### src/hw/rtl/assert_macros.svh
// Assertion macros for the RTL of the delimiter balance checker.
`ifndef ASSERT_MACROS_SVH
`define ASSERT_MACROS_SVH

// Concurrent assertion sampled on the rising clock edge, disabled while reset is active.
`define DBC_ASSERT(label, prop, msg) \
  label: assert property (@(posedge clk_i) disable iff (!rst_ni) (prop)) else $error(msg);

// Implication that must hold in the cycle after its trigger.
`define DBC_ASSERT_NEXT(label, trig, cons, msg) \
  label: assert property (@(posedge clk_i) disable iff (!rst_ni) (trig) |=> (cons)) \
    else $error(msg);

`endif

### src/hw/rtl/dbc_pkg.sv
// Types, constants and decode helpers for the delimiter balance checker.
package dbc_pkg;

  // Depth of the delimiter stack and the widths that follow from it.
  localparam int unsigned STACK_DEPTH = 64;
  localparam int unsigned LVL_W       = $clog2(STACK_DEPTH + 1);
  localparam int unsigned IDX_W       = $clog2(STACK_DEPTH);

  // Character codes that the checker reacts to.
  localparam logic [7:0] CH_LBRACE    = 8'h7B;
  localparam logic [7:0] CH_RBRACE    = 8'h7D;
  localparam logic [7:0] CH_LPAREN    = 8'h28;
  localparam logic [7:0] CH_RPAREN    = 8'h29;
  localparam logic [7:0] CH_LBRACKET  = 8'h5B;
  localparam logic [7:0] CH_RBRACKET  = 8'h5D;
  localparam logic [7:0] CH_HASH      = 8'h23;
  localparam logic [7:0] CH_NEWLINE   = 8'h0A;
  localparam logic [7:0] CH_QUOTE     = 8'h22;
  localparam logic [7:0] CH_BACKSLASH = 8'h5C;
  localparam logic [7:0] CH_SPACE     = 8'h20;
  localparam logic [7:0] CH_TAB       = 8'h09;
  localparam logic [7:0] CH_CR        = 8'h0D;

  // Document status codes.
  typedef enum logic [2:0] {
    ST_OK       = 3'd0,
    ST_EMPTY    = 3'd1,
    ST_UNBAL    = 3'd2,
    ST_MISMATCH = 3'd3,
    ST_UNTERM   = 3'd4,
    ST_NOSEL    = 3'd5,
    ST_OVERFLOW = 3'd6
  } status_e;

  // Delimiter kinds as stored on the stack.
  typedef enum logic [1:0] {
    KIND_BRACE   = 2'd0,
    KIND_PAREN   = 2'd1,
    KIND_BRACKET = 2'd2,
    KIND_NONE    = 2'd3
  } kind_e;

  // Input beat: one document byte and its last-byte mark.
  typedef struct packed {
    logic [7:0] byte_value;
    logic       last_byte;
  } dbc_in_t;

  // Output beat: the document status and the depth left open.
  typedef struct packed {
    status_e    status;
    logic [6:0] open_depth;
  } dbc_out_t;

  // Whitespace is space and the control bytes from tab to carriage return.
  function automatic logic is_space(input logic [7:0] b);
    return (b == CH_SPACE) || ((b >= CH_TAB) && (b <= CH_CR));
  endfunction

  function automatic kind_e open_kind(input logic [7:0] b);
    kind_e k;
    case (b)
      CH_LBRACE:   k = KIND_BRACE;
      CH_LPAREN:   k = KIND_PAREN;
      CH_LBRACKET: k = KIND_BRACKET;
      default:     k = KIND_NONE;
    endcase
    return k;
  endfunction

  function automatic kind_e close_kind(input logic [7:0] b);
    kind_e k;
    case (b)
      CH_RBRACE:   k = KIND_BRACE;
      CH_RPAREN:   k = KIND_PAREN;
      CH_RBRACKET: k = KIND_BRACKET;
      default:     k = KIND_NONE;
    endcase
    return k;
  endfunction

endpackage

### src/hw/rtl/delimiter_balance_checker_top.sv
// Delimiter balance checker: byte stream in, one status beat per document out.
// Throughput: one byte per cycle, unless a result beat waits unaccepted; the stack memory is
// read every cycle one entry below the top. The status beat is registered on the last byte.
// The output register releases its beat and takes the next one in the same cycle.
// Reset clears all control state; the stack memory is not cleared and needs no clearing pass.
`include "assert_macros.svh"

module delimiter_balance_checker_top (
  input  logic              clk_i,
  input  logic              rst_ni,
  input  logic              in_valid_i,
  output logic              in_ready_o,
  input  dbc_pkg::dbc_in_t  in_data_i,
  output logic              out_valid_o,
  input  logic              out_ready_i,
  output dbc_pkg::dbc_out_t out_data_o
);
  import dbc_pkg::*;

  // Control state.
  logic             in_comment_q, in_comment_d;
  logic             in_string_q, in_string_d;
  logic             escape_q, escape_d;
  logic [LVL_W-1:0] stack_level_q, stack_level_d;
  status_e          first_err_q, first_err_d;
  logic             saw_content_q, saw_content_d;
  logic             saw_brace_q, saw_brace_d;

  // Top of stack is cached; the entry below it comes from the memory read port.
  kind_e            top_q, top_d;
  kind_e            below_q;

  // Stack memory and its ports.
  kind_e            stack_mem [STACK_DEPTH];
  logic             mem_we;
  logic [IDX_W-1:0] mem_waddr;
  kind_e            mem_wdata;
  logic [IDX_W-1:0] mem_raddr;
  logic [LVL_W-1:0] raddr_full;

  // Output register.
  logic             out_valid_q;
  dbc_out_t         out_data_q, out_data_d;

  logic             in_acc;
  logic [7:0]       b;
  kind_e            ok_kind, ck_kind;
  status_e          status;
  logic [31:0]      level_wide;

  // Pre-clear copies of the state that feeds the status.
  status_e          first_err_pre;
  logic             in_string_pre;
  logic [LVL_W-1:0] level_pre;
  logic             brace_pre;
  logic             content_pre;

  // Signals watched by the checks.
  logic             doc_end;
  logic [LVL_W+2:0] stack_state;

  assign in_ready_o = !out_valid_q || out_ready_i;
  assign in_acc     = in_valid_i && in_ready_o;
  assign b          = in_data_i.byte_value;
  assign ok_kind    = open_kind(b);
  assign ck_kind    = close_kind(b);

  // Per-byte update of the scanner flags and the stack.
  always_comb begin
    in_comment_d  = in_comment_q;
    in_string_d   = in_string_q;
    escape_d      = escape_q;
    stack_level_d = stack_level_q;
    first_err_d   = first_err_q;
    saw_content_d = saw_content_q;
    saw_brace_d   = saw_brace_q;
    top_d         = top_q;
    mem_we        = 1'b0;
    mem_waddr     = stack_level_q[IDX_W-1:0];
    mem_wdata     = ok_kind;

    if (in_acc) begin
      if (in_comment_q) begin
        if (b == CH_NEWLINE) begin
          in_comment_d = 1'b0;
        end
      end else if (in_string_q) begin
        if (!is_space(b)) begin
          saw_content_d = 1'b1;
        end
        if (b == CH_LBRACE) begin
          saw_brace_d = 1'b1;
        end
        if (escape_q) begin
          escape_d = 1'b0;
        end else if (b == CH_BACKSLASH) begin
          escape_d = 1'b1;
        end else if (b == CH_QUOTE) begin
          in_string_d = 1'b0;
        end
      end else if (b == CH_HASH) begin
        in_comment_d = 1'b1;
      end else begin
        if (!is_space(b)) begin
          saw_content_d = 1'b1;
        end
        if (b == CH_QUOTE) begin
          in_string_d = 1'b1;
        end else begin
          if (b == CH_LBRACE) begin
            saw_brace_d = 1'b1;
          end
          // The stack freezes once an error is recorded.
          if (first_err_q == ST_OK) begin
            if (ok_kind != KIND_NONE) begin
              if (stack_level_q >= LVL_W'(STACK_DEPTH)) begin
                first_err_d = ST_OVERFLOW;
              end else begin
                mem_we        = 1'b1;
                top_d         = ok_kind;
                stack_level_d = stack_level_q + LVL_W'(1);
              end
            end else if (ck_kind != KIND_NONE) begin
              if (stack_level_q == '0) begin
                first_err_d = ST_UNBAL;
              end else begin
                stack_level_d = stack_level_q - LVL_W'(1);
                top_d         = below_q;
                if (top_q != ck_kind) begin
                  first_err_d = ST_MISMATCH;
                end
              end
            end
          end
        end
      end

      // The last byte returns the scanner to its reset state.
      if (in_data_i.last_byte) begin
        in_comment_d  = 1'b0;
        in_string_d   = 1'b0;
        escape_d      = 1'b0;
        stack_level_d = '0;
        first_err_d   = ST_OK;
        saw_content_d = 1'b0;
        saw_brace_d   = 1'b0;
      end
    end
  end

  // State after the current byte, before the end-of-document clear.
  always_comb begin
    first_err_pre = first_err_q;
    in_string_pre = in_string_q;
    level_pre     = stack_level_q;
    brace_pre     = saw_brace_q;
    content_pre   = saw_content_q;
    if (!in_comment_q) begin
      if (in_string_q) begin
        if (!is_space(b)) begin
          content_pre = 1'b1;
        end
        if (b == CH_LBRACE) begin
          brace_pre = 1'b1;
        end
        if (!escape_q && b == CH_QUOTE) begin
          in_string_pre = 1'b0;
        end
      end else if (b != CH_HASH) begin
        if (!is_space(b)) begin
          content_pre = 1'b1;
        end
        if (b == CH_QUOTE) begin
          in_string_pre = 1'b1;
        end else begin
          if (b == CH_LBRACE) begin
            brace_pre = 1'b1;
          end
          if (first_err_q == ST_OK) begin
            if (ok_kind != KIND_NONE) begin
              if (stack_level_q >= LVL_W'(STACK_DEPTH)) begin
                first_err_pre = ST_OVERFLOW;
              end else begin
                level_pre = stack_level_q + LVL_W'(1);
              end
            end else if (ck_kind != KIND_NONE) begin
              if (stack_level_q == '0) begin
                first_err_pre = ST_UNBAL;
              end else begin
                level_pre = stack_level_q - LVL_W'(1);
                if (top_q != ck_kind) begin
                  first_err_pre = ST_MISMATCH;
                end
              end
            end
          end
        end
      end
    end
  end

  // Final status, taken from the state after the last byte.
  always_comb begin
    status = ST_OK;
    if (!content_pre) begin
      status = ST_EMPTY;
    end else if (first_err_pre != ST_OK) begin
      status = first_err_pre;
    end else if (in_string_pre) begin
      status = ST_UNTERM;
    end else if (level_pre != '0) begin
      status = ST_UNBAL;
    end else if (!brace_pre) begin
      status = ST_NOSEL;
    end
  end

  // Output beat contents.
  always_comb begin
    level_wide            = 32'(level_pre);
    out_data_d.status     = status;
    out_data_d.open_depth = (level_wide > 32'd127) ? 7'd127 : level_wide[6:0];
  end

  // Read one entry below the next top so a pop finds its successor ready.
  assign raddr_full = stack_level_d - LVL_W'(2);
  assign mem_raddr  = raddr_full[IDX_W-1:0];

  // Stack memory: at most one write and one registered read per cycle.
  always_ff @(posedge clk_i) begin
    if (mem_we) begin
      stack_mem[mem_waddr] <= mem_wdata;
    end
    below_q <= stack_mem[mem_raddr];
  end

  // Control registers.
  always_ff @(posedge clk_i or negedge rst_ni) begin
    if (!rst_ni) begin
      in_comment_q  <= 1'b0;
      in_string_q   <= 1'b0;
      escape_q      <= 1'b0;
      stack_level_q <= '0;
      first_err_q   <= ST_OK;
      saw_content_q <= 1'b0;
      saw_brace_q   <= 1'b0;
      out_valid_q   <= 1'b0;
    end else begin
      in_comment_q  <= in_comment_d;
      in_string_q   <= in_string_d;
      escape_q      <= escape_d;
      stack_level_q <= stack_level_d;
      first_err_q   <= first_err_d;
      saw_content_q <= saw_content_d;
      saw_brace_q   <= saw_brace_d;
      if (in_acc && in_data_i.last_byte) begin
        out_valid_q <= 1'b1;
      end else if (out_ready_i) begin
        out_valid_q <= 1'b0;
      end
    end
  end

  // Payload registers.
  always_ff @(posedge clk_i) begin
    top_q <= top_d;
    if (in_acc && in_data_i.last_byte) begin
      out_data_q <= out_data_d;
    end
  end

  assign out_valid_o = out_valid_q;
  assign out_data_o  = out_data_q;

  assign doc_end     = in_acc && in_data_i.last_byte;
  assign stack_state = {first_err_q, stack_level_q};

  // Checks on the stack and the end-of-document handling.
  `DBC_ASSERT(a_level_bound, stack_level_q <= LVL_W'(STACK_DEPTH), "stack level beyond depth")
  `DBC_ASSERT_NEXT(a_doc_end, doc_end, out_valid_q && stack_state == '0, "state not cleared")
  `DBC_ASSERT_NEXT(a_err_sticky, err_hold, $stable(stack_state), "state moved after error")

  logic err_hold;
  assign err_hold = (first_err_q != ST_OK) && !doc_end;

endmodule

### config.mk
export PLATFORM = sky130hd
export DESIGN_NAME = delimiter_balance_checker_top
export DESIGN_NICKNAME = d
export VERILOG_FILES = /design/src/hw/rtl/dbc_pkg.sv /design/src/hw/rtl/delimiter_balance_checker_top.sv
export VERILOG_INCLUDE_DIRS = /design/src /design/src/hw/rtl
export SDC_FILE = /design/constraint.sdc
export NUM_CORES = 1
export LEC_CHECK = 0
export BUFFER_PORTS_ARGS = -buffer_cell sky130_fd_sc_hd__buf_2
export CORE_ASPECT_RATIO = 1.5
export CORE_UTILIZATION = 30
export CTS_CLUSTER_SIZE = 14
export DETAILED_ROUTE_END_ITERATION = 16
export PLACE_DENSITY = 0.47
export SETUP_SLACK_MARGIN = 0.02
export SLEW_MARGIN = 0
export SYNTH_ARGS = -nofsm -noshare
export SYNTH_HDL_FRONTEND = slang
export SYNTH_SLANG_ARGS = --single-unit
### constraint.sdc
create_clock -name clk_i -period 6.9 [get_ports clk_i]
set_clock_uncertainty 0.05 [all_clocks]
set_input_delay 1.035 -clock clk_i [delete_from_list [all_inputs] [get_ports clk_i]]
set_output_delay 1.035 -clock clk_i [all_outputs]
set_load 0.02 [all_outputs]
* After elaboration in Yosys (flattened, before gate mapping)
Memory sizes are Yosys's and may differ from the RTL's. A register that Yosys moved wholly into a read port is not among the register bits.
Index checks and enable logic that the tools add are counted.
** Storage, ports and cells
- Register bits :: 28
- Bits in latches :: 0
- RAM bits :: 128
- Bits in read-only memories :: 0
- Bits of input ports :: 13
- Output and inout port bits :: 12
- Logic and storage cells :: 152
- Memories :: 1
** Cells by class
- Add/subtract/negate cells :: 3
- Multipliers :: 0
- Div/mod/pow operators :: 0
- Magnitude comparators :: 3
- Eq/ne operators :: 21
- Shift-type cells :: 0
- Mux-type cells :: 89
- Bitwise operators :: 4
- Reductions and logical operators :: 20
** Memories
- stack_mem :: words 64, width 2, rd ports 1, clocked after memory_dff 1, wr ports 1, line delimiter_balance_checker_top.sv:34 : kind_e stack_mem [STACK_DEPTH];
** Operator list (count)
- 2-to-1 mux 7 bit :: 14
- 2-to-1 mux 3 bit :: 18
- 2-to-1 mux 1 bit :: 51
- equality test 8 x 6 -> 1 bit (second input constant) :: 5
- equality test 8 x 7 -> 1 bit (second input constant) :: 5
- inequality test 2 bit (second input constant) :: 7
- one-hot mux 2 bit (3 select lines) :: 2
- AND reduction 9 bit :: 1
- equality test 8 x 4 -> 1 bit (second input constant) :: 1
- >= comparator 8 x 4 -> 1 bit (second input constant) :: 1
- <= comparator 8 x 4 -> 1 bit (second input constant) :: 1
- 2-to-1 mux 2 bit :: 4
- inequality test 8 x 6 -> 1 bit (second input constant) :: 1
- adder 7 x 1 -> 7 bit (second input constant) :: 1
- >= comparator 7 bit (second input constant) :: 1
- logical NOT 7 bit :: 1
- nonzero test 7 bit :: 1
- subtractor 7 x 1 -> 7 bit (second input constant) :: 1
- AND reduction 3 bit :: 2
- nonzero test 2 bit :: 3
- subtractor 6 x 2 -> 6 bit (second input constant) :: 1
- logical AND 1 bit :: 4
- inverter 1 bit :: 4
- AND reduction 4 bit :: 1
- other kinds (7) :: 9

* Longest topological paths before layout
Gate-level depths: netlist of the first run.
- Word-level depth :: 14
- Mapped depth :: 16
- Depth with buffers taken out :: 13

* Least setup slack after synthesis of the first run
No wires, ideal clock.
- Path kind :: input to register
- Start point :: input in_data_i[1] in the netlist's numbering
- End point :: register below_q[1] (read register of stack_mem)
- Library setup time :: 0.059 ns
- Arrival time :: 4.782 ns
- Data required time :: 6.791 ns
- Slack :: 2.009 ns
- Stages :: 16
- Path buffers :: 5
- Cell sequence :: buf_2 > nand3_1 > nor3_2 > inv_2 > clkbuf_1 > a21oi_1 > o2111ai_1 > and3_1 > clkbuf_1 > buf_2 > buf_1 > nand2_1 > a2111oi_0 > o32ai_1 > o221ai_1 > o31a_1
** On the way
- Elaborated cells on any way between the ends :: 22
- Classes of those cells :: add/sub (1); eq/ne (10); mux (11)
** RTL lines
- from (decl) :: line delimiter_balance_checker_top.sv:13 : input dbc_pkg::dbc_in_t in_data_i,
- equality test 8 x 7 -> 1 bit or equality test 8 x 6 -> 1 bit (tied branches) :: line dbc_pkg.sv:62 : case (b)
- one-hot mux 2 bit (3 select lines) * :: line dbc_pkg.sv:62
- named net mem_wdata[0] :: line delimiter_balance_checker_top.sv:37 : kind_e mem_wdata;
- inequality test 2 bit * :: line delimiter_balance_checker_top.sv:115 : if (ok_kind != KIND_NONE) begin
- 2-to-1 mux 7 bit * :: line delimiter_balance_checker_top.sv:115
- 2-to-1 mux 7 bit * :: line delimiter_balance_checker_top.sv:114 : if (first_err_q == ST_OK) begin
- 2-to-1 mux 7 bit * :: line delimiter_balance_checker_top.sv:107 : if (b == CH_QUOTE) begin
- 2-to-1 mux 7 bit * :: line delimiter_balance_checker_top.sv:101 : end else if (b == CH_HASH) begin
- 2-to-1 mux 7 bit * :: line delimiter_balance_checker_top.sv:87 : end else if (in_string_q) begin
- 2-to-1 mux 7 bit * :: line delimiter_balance_checker_top.sv:83 : if (in_comment_q) begin
- 2-to-1 mux 7 bit * :: line delimiter_balance_checker_top.sv:139 : if (in_data_i.last_byte) begin
- 2-to-1 mux 7 bit * :: line delimiter_balance_checker_top.sv:82 : if (in_acc) begin
- subtractor 6 x 2 -> 6 bit * :: line delimiter_balance_checker_top.sv:226 : assign raddr_full = stack_level_d - LVL_W'(2);
- to (decl) :: line delimiter_balance_checker_top.sv:31 : kind_e below_q;
Mark *: on every way through the listed nets, which the timed path passes. The rest lies on a longest branch.
A chain may end at the register's enable or synchronous reset.

* Worst setup path in the final report of the first run
- Start point :: input in_data_i[3] in the netlist's numbering
- End point :: register below_q[1] (read register of stack_mem)
** On the way
- Longest elaborated chain between the ends :: 13
- Elaborated cells on any way between the ends :: 22
- Classes of those cells :: add/sub (1); eq/ne (10); mux (11)
** RTL lines
- equality test 8 x 7 -> 1 bit or equality test 8 x 6 -> 1 bit (tied branches) :: line dbc_pkg.sv:73 : case (b)
- one-hot mux 2 bit (3 select lines) :: line dbc_pkg.sv:73
- inequality test 2 bit :: line delimiter_balance_checker_top.sv:123 : end else if (ck_kind != KIND_NONE) begin
- 2-to-1 mux 7 bit :: line delimiter_balance_checker_top.sv:123
- 2-to-1 mux 7 bit :: line delimiter_balance_checker_top.sv:115
- 2-to-1 mux 7 bit :: line delimiter_balance_checker_top.sv:114
- 2-to-1 mux 7 bit :: line delimiter_balance_checker_top.sv:107
- 2-to-1 mux 7 bit * :: line delimiter_balance_checker_top.sv:101
- 2-to-1 mux 7 bit * :: line delimiter_balance_checker_top.sv:87
- 2-to-1 mux 7 bit * :: line delimiter_balance_checker_top.sv:83
- 2-to-1 mux 7 bit * :: line delimiter_balance_checker_top.sv:139
- 2-to-1 mux 7 bit * :: line delimiter_balance_checker_top.sv:82
- subtractor 6 x 2 -> 6 bit * :: line delimiter_balance_checker_top.sv:226
Every way passes the cells marked *; elsewhere a longest branch is shown, timed or not.

==> key figures, run 1 <==
Synthesis
  • Post-synthesis sequential area ratio: 0.611
  • Post-Syn Instances: 683
  • Cell variety after synth: 72
  • Ranking of synthesized cells by area: edfxtp_1 (55%), dfrtp_1 (5.3%), nand2_1 (4.8%)
  • Ys async rst share: 0.101
  • Commonest cells post-synth: edfxtp_1 (140), nand2_1 (97), nor2_1 (94)
  • Post-synth top area cell: edfxtp_1
  • YS warnings: 0
  • Post-synth EDFFs: 140
  • Syn_area_per_cell: 11.1 um^2
  • Most common flop cell mapped by yosys: edfxtp_1
  • Synth Cell Area: 0.00760 mm^2
  • Syn_nets: 698
  • Top cell type's share of synthesized area: 0.553
  • Most frequent cell after synthesis: edfxtp_1
  • Synthesized flop and latch total: 158

CTS
  • Later-pin clock latency in the skew report: 0.45 ns
  • Post-CTS Hold Buffers: 0
  • Clk sink count: 158
  • H-tree levels: 4
  • CTS resizes: 0
  • Clock Path Buffers: 2
  • CTS buffer count: 17
  • Root Driver: clkbuf_16
  • Post-CTS Setup Inserts: 0
  • CTS tree: done
  • Clock transition at path regs: 0.07 ns

Detailed routing
  • Via density: 5.35
  • Mean routed wirelength per cell: 22.6 um
  • Vias: 5540
  • Post-Route WL: 23400 um
  • Post-route ant nets: 0
  • DRC: 0
  • Drt initial violations: 422
  • First-pass DRT Iterations: 5

Global routing
  • Vias in the first global route: 5862
  • Largest net degree at the start of global routing: 65
  • Grt ovf: 0
  • Initial antenna violation count: 0
  • Tot GR Track Use: 0.189
  • First-pass GRT wire length: 35800 um

Floorplanning
  • Top Ports: 25
  • Core Area: 0.0250 mm^2
  • FP Rows: 71
  • Starting Density: 0.305
  • Die height: 197 um
  • Die width: 132 um
  • Die ar.: 0.0260 mm^2

STA
  • Min cycle time layout: 5.50 ns
  • Worst-Margin Slew: 1.15 ns
  • Max_slew headroom: 0.212
  • Max Clock Freq: 0.182 GHz
  • Setup_tns: 0 ns
  • Post-route setup slack: 1.40 ns
  • Setup violations, final: 0
  • Slew Viols, Final: 0
  • Crit share post-route: 0.797
  • Unrepaired setup endpoints after global routing: no
  • Final Hold Viols: 0

Final layout
  • Diodes inserted: 0
  • Share of cells above drive strength 1: 0.116
  • Layout Utilization: 0.345
  • Nets: 710
  • P&R area growth vs syn: 13.2%

Power and ir drop
  • Peak VDD IR: 0.177 mV
  • Design Power: 2.88 mW
  • Pwr dens: 335 mW/mm^2
  • Pleak: 3.04 nW

Critical path
  • Crit-path cells: buf_2, nand2b_1, nor3_2, inv_2, a21oi_1, o2111ai_1, and3_2, inv_2, nand2_1, a2111oi_0, o32ai_1, o221ai_1, o31a_1
  • Critical-path maximum fanout: 36
  • Worst setup EP type: register
  • Req. time, crit path: 7.24 ns
  • Crit-path most repeated cell: inv_2
  • Critical path's largest stage delay: 0.99 ns
  • Slowest CP cell: a2111oi_0
  • CP Class: in -> reg
  • Arrival @ worst endpoint: 5.84 ns
  • Startpoint Class: input pin

Place
  • Routability Congestion: 0.911
  • DP Worst Slack: 1.01 ns
  • Detailed Place HPWL: 16400 um
  • Port Buffers: 24

Outcome
  • Run status: complete, no violations

Job
  • Max-cap violations: 0

Min path
  • Hold Path Class: reg -> reg
==> registers in the layout, summed over array words and instances (netlist names) <==
signal         cells
below_q            2
escape_q           1
first_err_q        3
in_comment_q       1
in_string_q        1
out_data_o        10
out_valid_o        1
saw_brace_q        1
saw_content_q      1
stack_level_q      7
stack_mem        128
top_q              2
==> cell type report <==
class | instances | area, um^2
Fill cell | 2496 | 16400
Sequential cell | 158 | 4640
Multi-Input combinational cell | 470 | 2730
Clock buffer | 17 | 425
Tap cell | 328 | 410
Timing Repair Buffer | 33 | 188
Clock inverter | 15 | 149
Inverter | 15 | 61.3
==> layout by cell type, fill, tap and decap left out, types with 16 or more instances in the layout <==
cell | synthesis | final
edfxtp_1 | 140 | 140
nand2_1 | 97 | 97
nor2_1 | 94 | 94
nand3_1 | 36 | 36
mux2i_1 | 33 | 33
buf_2 | 8 | 24
a21oi_1 | 23 | 23
o21ai_0 | 23 | 22
clkbuf_16 | 0 | 17
dfrtp_1 | 16 | 16
==> power breakdown <==
| part | internal [mW] | switching (mW) |
|---|---|---|
| sequential | 1.07 | 0.0432 |
| combinational | 0.277 | 0.567 |
| clock | 0.508 | 0.420 |
| total | 1.85 | 1.03 |
==> path summary, 6_finish.rpt <==
path / startpoint / to / slack [ns] / cells past startpoint
max: in_data_i[3] / below_q[1] / 1.40 / 13
min: escape_q / escape_q / 0.46 / 2
max reg2reg: stack_level_q[0] / below_q[1] / 2.08 / 13
min reg2reg: escape_q / escape_q / 0.46 / 2
max in group asynchronous: rst_ni / stack_level_q[2] / 6.02 / 1
min in group asynchronous: rst_ni / first_err_q[1] / 0.47 / 1
==> through the flow <==
| stage | instance area [um^2] | cells | hold WS (ns) |
|---|---|---|---|
| final | 8610 | 1036 | 0.462 |
| after detailed placement | 8030 | 1004 | 0.447 |
| after global routing | 8610 | 1036 | 0.486 |
| after CTS | 8610 | 1036 | 0.464 |
| after global placement | 8030 | 1004 | 0.445 |
| after floorplan | 7600 | 683 | 0.413 |
==> cell families (layout without fill, tap and decap cells) <==
| logic type | Yosys count | after routing | share of synthesized area |
|---|---|---|---|
| xor+xnor | 8 | 8 | 0.00922 |
| simple gates | 302 | 302 | 0.184 |
| mux | 35 | 35 | 0.0464 |
| flops | 158 | 158 | 0.611 |
| compound gates | 123 | 123 | 0.115 |
| buf+inv | 55 | 80 | 0.0316 |
| fa+ha+maj | 2 | 2 | 0.00329 |
==> worst max-delay path, delay by kind of cell <==
family,cells,cell delay (ns)
AOI/OAI and AO/OA,6,2.08
and+or+nand+nor,4,1.47
buffers and inverters,3,1.22
==> routing by layer <==
metal / part of all wire / vias to the layer above / track usage
met5: 0 / - / 0
met4: 0.046 / 0 / 0.112
met2: 0.54 / 170 / 0.356
met3: 0.039 / 52 / 0.0319
li1: - / 2586 / -
met1: 0.37 / 2732 / 0.194
Power figures use the tool's default switching activity.
==> inputs of run 2 (changes only) <==
--- a/config.mk
+++ b/config.mk
@@ -11,7 +11,7 @@
 export CORE_UTILIZATION = 30
 export CTS_CLUSTER_SIZE = 14
 export DETAILED_ROUTE_END_ITERATION = 16
-export PLACE_DENSITY = 0.47
+export PLACE_DENSITY = 0.49
 export SETUP_SLACK_MARGIN = 0.02
 export SLEW_MARGIN = 0
 export SYNTH_ARGS = -nofsm -noshare
==> constraint.sdc (replaced) <==
create_clock -name clk_i -period 4.8 [get_ports clk_i]
set_clock_uncertainty 0.05 [all_clocks]
set_input_delay 0.72 -clock clk_i [delete_from_list [all_inputs] [get_ports clk_i]]
set_output_delay 0.72 -clock clk_i [all_outputs]
set_load 0.02 [all_outputs]
==> key figures, run 2 (synthesis results as in run 1) <==
Global routing
  • Initial antenna violation count: 0
  • Vias in the first global route: 5752
  • Grt ovf: 0
  • First-pass GRT wire length: 35500 um
  • Largest net degree at the start of global routing: 65
  • Tot GR Track Use: 0.186

Floorplanning
  • Starting Density: 0.305
  • FP Rows: 71
  • Top Ports: 25
  • Die height: 197 um
  • Die ar.: 0.0260 mm^2
  • Die width: 132 um
  • Core Area: 0.0250 mm^2

Final layout
  • Diodes inserted: 0
  • Biggest register: stack_mem
  • Nets: 723
  • Max reg flops: 128
  • Commonest non-fill, non-tap cells in the layout: edfxtp_1 (140), nand2_1 (97), nor2_1 (94), nand3_1 (36), mux2i_1 (33)
  • Share of cells above drive strength 1: 0.125
  • Commonest non-fill, non-tap cell in the layout: edfxtp_1
  • Layout Utilization: 0.347
  • P&R area growth vs syn: 13.8%

STA
  • Max Clock Freq: 0.229 GHz
  • Final Hold Viols: 0
  • Slew Viols, Final: 0
  • Min cycle time layout: 4.37 ns
  • Max_slew headroom: 0.534
  • Unrepaired setup endpoints after global routing: no
  • Setup violations, final: 0
  • Setup_tns: 0 ns
  • Worst-Margin Slew: 0.695 ns
  • Crit share post-route: 0.909

Detailed routing
  • DRC: 0
  • Mean routed wirelength per cell: 22.4 um
  • Post-route ant nets: 0
  • Post-Route WL: 23500 um
  • Drt initial violations: 381
  • Vias: 5625
  • First-pass DRT Iterations: 5
  • Via density: 5.37

Power and ir drop
  • Sequential share of power: 0.381
  • Peak VDD IR: 0.230 mV
  • Psw: 1.44 mW
  • Sw frac: 0.353
  • Combinational power share: 0.326
  • Pwr dens: 472 mW/mm^2
  • Clock power share: 0.293
  • Pleak: 3.06 nW
  • Internal Power: 2.64 mW

Critical path
  • Critical-path maximum fanout: 13
  • CP Class: in -> reg
  • Crit-path cells: buf_2, or4b_1, or2_1, a211oi_2, a21oi_1, or4_1, and2_1, xnor2_1, mux2i_1, a211oi_1, o31a_1
  • CP bufs+invs: 1
  • Slowest CP cell: xnor2_1
  • Critical path's largest stage delay: 0.67 ns
  • Req. time, crit path: 5.06 ns
  • Startpoint Class: input pin
  • Top cell family by delay on the critical path: simple AND/OR/NAND/NOR gates
  • Arrival @ worst endpoint: 4.63 ns
  • Worst setup EP type: register

Outcome
  • Run status: complete, no violations

CTS
  • CTS resizes: 0
  • Post-CTS Setup Inserts: 0
  • Clock Path Buffers: 2
  • Post-CTS Hold Buffers: 0
  • Root Driver: clkbuf_16
  • CTS tree: done
  • Clk sink count: 158
  • H-tree levels: 4
  • CTS buffer count: 17
  • Clock transition at path regs: 0.07 ns
  • Later-pin clock latency in the skew report: 0.43 ns

Place
  • Routability Congestion: 0.903
  • Port Buffers: 24
  • Detailed Place HPWL: 16600 um

Job
  • Max-cap violations: 0

Min path
  • Hold Path Class: in -> async
run 2: changes by cell type in the layout (fill, tap and decap cells not counted), sizes merged:
cell and change:
bufinv -1, clkinvlp +4, buf +13, clkinv +2
inv -8, clkbuf +2
run 2: cell type report:
class / count / area, um^2
clock buffer: 19 / 433
sequential: 158 / 4640
tap: 328 / 410
fill: 2479 / 16300
clock inverter: 12 / 73.8
inverter: 15 / 61.3
timing repair buffer: 46 / 298
multi-input combinational: 470 / 2730
run 2: worst reg2reg max path, stage by stage, from the launching register on:
cell and delay [ns]:
dfrtp_1 0.39, inv_1 0.20, ha_1 0.29, nand2b_1 0.13, or3b_2 0.53, and2_1 0.20
a21oi_1 0.18, or4_1 0.21, and2_1 0.58, clkinv_1 0.50, nand2_1 0.18, o22ai_1 0.10
o41ai_1 0.43, o32a_1 0.25
run 2: routing by layer:
metal | part of all wire | vias up | track usage | wire length, um
met2 | 0.55 | 168 | 0.349 | 12800
met5 | 0 | - | 0 | 0
li1 | - | 2608 | - | -
met3 | 0.029 | 44 | 0.0270 | 688
met1 | 0.38 | 2805 | 0.202 | 8980
met4 | 0.041 | 0 | 0.0969 | 972
run 2: power groups by stage:
| stage | clock [mW] | combinational, mW | sequential, mW |
|---|---|---|---|
| finish | 1.19 | 1.33 | 1.56 |
| detailed placement | 0 | 1.32 | 1.59 |
| global placement | 0 | 1.32 | 1.59 |
| CTS | 1.22 | 1.33 | 1.56 |
| floorplan | 0 | 0.882 | 1.60 |
| global route | 1.27 | 1.43 | 1.56 |
run 2: worst paths after layout:
kind | start | end | slack (ns) | cells past startpoint
setup / recovery | in_data_i[1] | below_q[1] | 0.43 | 11
hold / removal | rst_ni | in_string_q | 0.18 | 1
setup reg to reg | stack_level_q[0] | below_q[0] | 0.53 | 13
hold reg to reg | escape_q | escape_q | 0.46 | 2
max in group asynchronous | rst_ni | stack_level_q[3] | 4.21 | 1
min in group clk_i | escape_q | escape_q | 0.46 | 2
run 2: through the flow:
stage	area [um^2]	setup WS [ns]	power, mW	instances	hold slack, ns
after floorplan	7600	0.224	2.48	683	0.374
after global placement	8140	0.0730	2.91	1017	0.443
after detailed placement	8140	0.0517	2.91	1017	0.442
after CTS	8650	0.489	4.10	1048	0.179
after global routing	8650	0.279	4.26	1048	0.194
final	8650	0.435	4.08	1048	0.175
